File: src/lbcd_pkg.sv
package lbcd_pkg;

	localparam int SLOTS  = 8;
	localparam int SLOT_W = $clog2(SLOTS);

	localparam logic [2:0] OUT_HIT         = 3'd0;
	localparam logic [2:0] OUT_FILLED      = 3'd1;
	localparam logic [2:0] OUT_NOT_ON_DISK = 3'd2;
	localparam logic [2:0] OUT_BAD_CHANNEL = 3'd3;
	localparam logic [2:0] OUT_READ_FAILED = 3'd4;

	localparam logic [31:0] CNT_MAX = 32'hFFFF_FFFF;

	// search record handed from cell to cell
	typedef struct packed {
		logic              hit;
		logic [SLOT_W-1:0] hit_idx;
		logic              empty;
		logic [SLOT_W-1:0] empty_idx;
		logic [SLOT_W-1:0] best_idx;
		logic [63:0]       best_stamp;
	} scan_pkt_t;

	// slot update broadcast from the controller
	typedef struct packed {
		logic              en;
		logic [SLOT_W-1:0] idx;
		logic              set_tag;
		logic              valid;
		logic              set_stamp;
		logic [15:0]       channel;
		logic [63:0]       block_num;
		logic [63:0]       stamp;
	} slot_wr_t;

endpackage

File: src/lbcd_cell.sv
module lbcd_cell (
	input  logic                         clk,
	input  logic                         arst_n,
	input  logic [lbcd_pkg::SLOT_W-1:0]  cell_idx,
	input  logic [15:0]                  req_channel,
	input  logic [63:0]                  req_block,
	input  lbcd_pkg::scan_pkt_t          pkt_in,
	input  lbcd_pkg::slot_wr_t           wr,
	output lbcd_pkg::scan_pkt_t          pkt_out
);

	logic        valid_q;
	logic [15:0] channel_q;
	logic [63:0] block_q;
	logic [63:0] stamp_q;
	logic        match;
	lbcd_pkg::scan_pkt_t pkt_nx;
	lbcd_pkg::scan_pkt_t pkt_q;

	assign match = valid_q && (channel_q == req_channel) && (block_q == req_block);

	always_comb begin
		pkt_nx = pkt_in;
		if (!pkt_in.hit && match) begin
			pkt_nx.hit     = 1'b1;
			pkt_nx.hit_idx = cell_idx;
		end
		if (!pkt_in.empty && !valid_q) begin
			pkt_nx.empty     = 1'b1;
			pkt_nx.empty_idx = cell_idx;
		end
		if (stamp_q < pkt_in.best_stamp) begin
			pkt_nx.best_idx   = cell_idx;
			pkt_nx.best_stamp = stamp_q;
		end
	end

	always_ff @(posedge clk or negedge arst_n) begin
		if (!arst_n) begin
			valid_q <= 1'b0;
		end else if (wr.en && wr.idx == cell_idx && wr.set_tag) begin
			valid_q <= wr.valid;
		end
	end

	always_ff @(posedge clk) begin
		if (wr.en && wr.idx == cell_idx) begin
			if (wr.set_tag) begin
				channel_q <= wr.channel;
				block_q   <= wr.block_num;
			end
			if (wr.set_stamp) begin
				stamp_q <= wr.stamp;
			end
		end
		pkt_q <= pkt_nx;
	end

	assign pkt_out = pkt_q;

endmodule

File: src/lru_block_cache_directory.sv
// channel  direction  handshake                 beat
// in       input      in_valid / in_stall       channel, block_num, block_on_disk, read_ok
// out      output     out_valid / out_stall     outcome, slot, hit_count, miss_count
// config   input      wr_en                     wr_data (open_channels)
//
// a lookup takes the beat in ST_IDLE, then scans in ST_SCAN while the search record
// walks the chain through every cell, then decides and updates a slot in ST_DECIDE.
// a new beat is taken once the previous lookup has been decided, even while
// its result still waits in the output register under out_stall.
// reset empties every slot and clears the tick, counters and open_channels.
module lru_block_cache_directory (
	input  logic        clk,
	input  logic        arst_n,
	input  logic        wr_en,
	input  logic [15:0] wr_data,
	input  logic        in_valid,
	output logic        in_stall,
	input  logic [15:0] channel,
	input  logic [63:0] block_num,
	input  logic        block_on_disk,
	input  logic        read_ok,
	output logic        out_valid,
	input  logic        out_stall,
	output logic [2:0]  outcome,
	output logic [2:0]  slot,
	output logic [31:0] hit_count,
	output logic [31:0] miss_count
);

	typedef enum logic [1:0] {
		ST_IDLE,
		ST_SCAN,
		ST_DECIDE
	} state_t;

	state_t state_q;
	logic [lbcd_pkg::SLOT_W-1:0] cnt_q;
	logic [15:0] open_q;
	logic [15:0] req_ch_q;
	logic [63:0] req_blk_q;
	logic        req_disk_q;
	logic        req_rdok_q;
	logic [63:0] tick_q;
	logic [31:0] hits_q;
	logic [31:0] misses_q;
	logic        out_valid_q;
	logic [2:0]  outcome_q;
	logic [2:0]  slot_q;

	lbcd_pkg::scan_pkt_t pkt [lbcd_pkg::SLOTS+1];
	lbcd_pkg::scan_pkt_t fin;
	lbcd_pkg::slot_wr_t  wr;

	logic                        accept;
	logic                        decide_go;
	logic [63:0]                 tick_nx;
	logic [63:0]                 tick_d;
	logic [31:0]                 hits_d;
	logic [31:0]                 misses_d;
	logic [2:0]                  outcome_d;
	logic [lbcd_pkg::SLOT_W-1:0] idx_d;
	logic [lbcd_pkg::SLOT_W-1:0] victim;

	assign in_stall  = (state_q != ST_IDLE);
	assign accept    = in_valid && !in_stall;
	assign decide_go = (state_q == ST_DECIDE) && (!out_valid_q || !out_stall);

	assign pkt[0] = '{hit: 1'b0, hit_idx: '0, empty: 1'b0, empty_idx: '0, best_idx: '0,
		best_stamp: '1};

	for (genvar i = 0; i < lbcd_pkg::SLOTS; i++) begin : g_cell
		lbcd_cell u_cell (
			.clk         (clk),
			.arst_n      (arst_n),
			.cell_idx    (lbcd_pkg::SLOT_W'(i)),
			.req_channel (req_ch_q),
			.req_block   (req_blk_q),
			.pkt_in      (pkt[i]),
			.wr          (wr),
			.pkt_out     (pkt[i+1])
		);
	end

	assign fin     = pkt[lbcd_pkg::SLOTS];
	assign tick_nx = tick_q + 64'd1;
	assign victim  = fin.empty ? fin.empty_idx : fin.best_idx;

	always_comb begin
		wr           = '0;
		wr.en        = decide_go;
		wr.channel   = req_ch_q;
		wr.block_num = req_blk_q;
		wr.stamp     = tick_nx;
		tick_d       = tick_q;
		hits_d       = hits_q;
		misses_d     = misses_q;
		outcome_d    = lbcd_pkg::OUT_HIT;
		idx_d        = '0;
		if (fin.hit) begin
			idx_d        = fin.hit_idx;
			wr.idx       = fin.hit_idx;
			wr.set_stamp = 1'b1;
			tick_d       = tick_nx;
			if (hits_q != lbcd_pkg::CNT_MAX) begin
				hits_d = hits_q + 32'd1;
			end
		end else begin
			if (misses_q != lbcd_pkg::CNT_MAX) begin
				misses_d = misses_q + 32'd1;
			end
			if (!req_disk_q) begin
				outcome_d = lbcd_pkg::OUT_NOT_ON_DISK;
			end else if (req_ch_q >= open_q) begin
				outcome_d = lbcd_pkg::OUT_BAD_CHANNEL;
			end else begin
				idx_d      = victim;
				wr.idx     = victim;
				wr.set_tag = 1'b1;
				if (req_rdok_q) begin
					outcome_d    = lbcd_pkg::OUT_FILLED;
					wr.valid     = 1'b1;
					wr.set_stamp = 1'b1;
					tick_d       = tick_nx;
				end else begin
					outcome_d = lbcd_pkg::OUT_READ_FAILED;
				end
			end
		end
	end

	always_ff @(posedge clk or negedge arst_n) begin
		if (!arst_n) begin
			state_q     <= ST_IDLE;
			cnt_q       <= '0;
			open_q      <= '0;
			tick_q      <= '0;
			hits_q      <= '0;
			misses_q    <= '0;
			out_valid_q <= 1'b0;
		end else begin
			if (wr_en) begin
				open_q <= wr_data;
			end
			case (state_q)
				ST_IDLE: begin
					if (accept) begin
						state_q <= ST_SCAN;
						cnt_q   <= '0;
					end
				end
				ST_SCAN: begin
					cnt_q <= cnt_q + 1'b1;
					if (cnt_q == lbcd_pkg::SLOT_W'(lbcd_pkg::SLOTS - 1)) begin
						state_q <= ST_DECIDE;
					end
				end
				ST_DECIDE: begin
					if (decide_go) begin
						state_q <= ST_IDLE;
					end
				end
				default: state_q <= ST_IDLE;
			endcase
			if (decide_go) begin
				tick_q      <= tick_d;
				hits_q      <= hits_d;
				misses_q    <= misses_d;
				out_valid_q <= 1'b1;
			end else if (!out_stall) begin
				out_valid_q <= 1'b0;
			end
		end
	end

	always_ff @(posedge clk) begin
		if (accept) begin
			req_ch_q   <= channel;
			req_blk_q  <= block_num;
			req_disk_q <= block_on_disk;
			req_rdok_q <= read_ok;
		end
		if (decide_go) begin
			outcome_q <= outcome_d;
			slot_q    <= 3'(idx_d);
		end
	end

	assign out_valid  = out_valid_q;
	assign outcome    = outcome_q;
	assign slot       = slot_q;
	assign hit_count  = hits_q;
	assign miss_count = misses_q;

endmodule
File: config.mk
export PLATFORM = sky130hd
export DESIGN_NAME = lru_block_cache_directory
export DESIGN_NICKNAME = d
export VERILOG_FILES = /design/src/lbcd_pkg.sv /design/src/lbcd_cell.sv /design/src/lru_block_cache_directory.sv
export SDC_FILE = /design/constraint.sdc
export NUM_CORES = 2
export LEC_CHECK = 0
export ABC_CLOCK_PERIOD_IN_PS = 8750
export BUFFER_PORTS_ARGS = -buffer_cell sky130_fd_sc_hd__buf_4
export CAP_MARGIN = 20
export CORE_MARGIN = 2
export CORE_UTILIZATION = 39
export CTS_CLUSTER_DIAMETER = 200
export DETAILED_ROUTE_END_ITERATION = 6
export PLACE_DENSITY = 0.57
export SYNTH_ARGS = -nofsm -noshare
export SYNTH_HDL_FRONTEND = slang
export SYNTH_HIERARCHICAL = 1
export SYNTH_SLANG_ARGS = --single-unit
export TNS_END_PERCENT = 5
File: constraint.sdc
create_clock -name clk -period 8.75 [get_ports clk]
set_input_delay 0.875 -clock clk [delete_from_list [all_inputs] [get_ports clk]]
set_output_delay 0.875 -clock clk [all_outputs]
set_load 0.03 [all_outputs]
==> results by group <==
Status
  – Outcome: complete, no violations

Clock network
  – CTS Buf Count: just over 200
  – Hold_buf cts: 0
  – CTS tree: yes
  – Clk_lat worst skew: between 0.8 and 0.9 ns
  – Clock Tree Root: clkbuf_16
  – Post-CTS setup repair buffer count: 0
  – CTS sink count: about 1900
  – Clock tree buffer depth: 3
  – CTS clk-pin slew, worst paths: roughly 0.06 ns
  – H-tree depth: 4
  – PostCTS Resize Cnt: 0

Floorplanning
  – IO Pins: around 180
  – Initial Utilization: 0.3910
  – Die ar.: about 220000 µm²
  – Core Region: 216500 µm²
  – Die Span X: between 400 and 500 µm
  – Row Count: 171
  – Die height: roughly 470 µm

Detailed routing
  – DRC: 0
  – First drt pass iteration count: 7
  – Antenna Nets Post-Route: 0
  – Total number of vias: just under 50000
  – Number of DRC markers in iteration 0: around 3100
  – Final WL: 189400 µm
  – Via density: roughly 4.9
  – Routed wire per std cell: 19.28 µm

Timing
  – Minimum clock period: between 5 and 6 ns
  – Max Clock Freq: 0.1769 GHz
  – Period utilisation layout: 0.6461
  – Worst-Margin Slew: 1.179 ns
  – Rel. slew slack: 0.2055
  – Fin Setup TNS: 0 ns
  – Max-slew violation count: 0
  – RSZ-0062 raised after global routing: no
  – Final hold vios: 0
  – Worst Skew: approximately 0.073 ns
  – Final setup viols: 0

Yosys
  – Cell Area, Synth: between 80000 and 90000 µm²
  – Number of warnings issued by yosys: 6
  – Cell count after synthesis: 6142
  – Syn avg cell area: 13.78 µm²

Global route
  – Initial antenna violation count: 5
  – Tot GR Track Use: 0.1709
  – GRT overflow: 0
  – Largest net degree at the start of global routing: 96
  – Vias in the first global route: between 40000 and 50000
  – First-pass GRT wire length: ~290000 µm

Worst setup path
  – Crit path required time: around 9.2 ns
  – RR Endpoint: g_cell[3].u_cell/stamp_q[63]$_DFFE_PP_
  – Reg-to-Reg Start: req_ch_q[13]$_DFFE_PP_
  – Crit-path cells: ha_1 > a211o_1 > o211ai_1 > nand2_1 > and4bb_2 > nor2b_1 > a22o_1 > xnor2_1 > nand4_1 > nor2_4 > buf_4
  – CP Capture Type: flip-flop
  – Crit Path Category: flip-flop to flip-flop
  – Crit path arrival time: 6.07 ns
  – Crit-path max FO: 48
  – Startpoint Class: flip-flop
  – R2R depth: 11
  – Reg2reg setup slack: about 3.1 ns
  – Critical Path Slowest Stage Cell: edfxtp_1
  – Crit path largest cell delay: about 0.86 ns

Power
  – Worst vdd ir: ~0.22 mV
  – P_leak: ~40 nW
  – Power Total: between 15 and 20 mW
  – Cell Pwr Density: just over 200 nW/µm²

Finish
  – Syn-to-layout area delta: 15.01%
  – Most common cell after layout, fill and taps aside: edfxtp_1
  – Multi-input gate area: roughly 30000 µm²
  – Finished Layout Cells: around 10000
  – Storage element area: slightly above 50000 µm²
  – FILL cells: slightly below 20000
  – Most frequent cells in the layout: 1240 x edfxtp_1, 755 x inv_1, 536 x dfxtp_1
  – Final-stage net count: around 7400
  – Share of layout cells above drive strength 1: 0.1716

Placement
  – Detail Placement HPWL: roughly 130000 µm
  – Inst Count DP: roughly 9400
  – Gp weighted congestion: roughly 0.8
  – Port bufs: approximately 170

Flow run
  – MaxCap Viol Count: 0

Hold path
  – Min-Delay Path Class: input port to asynchronous set/reset pin
power by group:
part	total, mW	internal [mW]	switching [mW]
registers	10.1	9.88	0.182
logic	0.990	0.394	0.595
clock network	8.55	4.90	3.65
area by class of cell:
cell class	count	share of cell area
clock buffers	283	0.05809
inverters	755	0.02911
repair buffers	289	0.02315
well taps	2854	0.03668
flip-flops and latches	1934	0.5333
multi-input cells	3614	0.3088
diodes	1	0.00002570
clock inverters	95	0.01089
flip-flops by register name, summed over array words and instances (netlist names):
name                     flops
g_cell.u_cell/channel_q    128
hit_count                   32
out_valid                    1
g_cell.u_cell/valid_q        8
open_q                      16
tick_q                      64
state_q                      2
req_ch_q                    16
g_cell.u_cell/block_q      512
req_blk_q                   64
cnt_q                        3
outcome                      3
miss_count                  32
g_cell.u_cell/pkt_out      536
g_cell.u_cell/stamp_q      512
req_disk_q                   1
slot                         3
req_rdok_q                   1
critical path, delay by kind of cell (launching register included):
family	cells	cell delay, ns
XOR/XNOR	1	0.18
adder cells (fa/ha/maj)	1	0.38
AO/OA/AOI/OAI	3	1.01
AND/OR/NAND/NOR	5	2.00
buffers and inverters	1	0.65
flip-flops	1	0.86
how the worst max path moves through the flow:
stage	end	start	slack, ns
2_1_floorplan	g_cell[2].u_cell/block_q[0]$_DFFE_PP_	req_ch_q[0]$_DFFE_PP_	1.61
3_3_place_gp	g_cell[1].u_cell/stamp_q[19]$_DFFE_PP_	req_ch_q[6]$_DFFE_PP_	2.93
3_5_place_dp	g_cell[0].u_cell/block_q[24]$_DFFE_PP_	req_ch_q[13]$_DFFE_PP_	3.08
4_1_cts	g_cell[3].u_cell/stamp_q[21]$_DFFE_PP_	req_ch_q[13]$_DFFE_PP_	2.97
5_1_grt	g_cell[3].u_cell/stamp_q[63]$_DFFE_PP_	req_ch_q[13]$_DFFE_PP_	2.58
6_report	g_cell[3].u_cell/stamp_q[63]$_DFFE_PP_	req_ch_q[13]$_DFFE_PP_	3.10
routing by layer:
| layer | routed length, µm | vias up | track usage | share of wire |
|---|---|---|---|---|
| met1 | 86850 | 23670 | 0.2304 | 0.46 |
| met4 | 3839 | 0 | 0.04145 | 0.020 |
| li1 | - | 23190 | - | - |
| met2 | 90800 | 945 | 0.2889 | 0.48 |
| met3 | 7932 | 247 | 0.02583 | 0.042 |
| met5 | 0 | - | 0 | 0 |
through the flow:
step / setup slack [ns] / hold WS, ns / util / cell area [µm²]
floorplan: 1.606 / 0.4054 / - / 85530
global placement: 2.927 / 0.4234 / 0.4184 / 90590
detailed placement: 3.078 / 0.4312 / 0.4186 / 90630
CTS: 2.972 / 0.1185 / 0.4496 / 97340
global route: 2.583 / 0.1357 / 0.4496 / 97360
finish: 3.097 / 0.1719 / 0.4496 / 97360
Power figures use the tool's default switching activity.
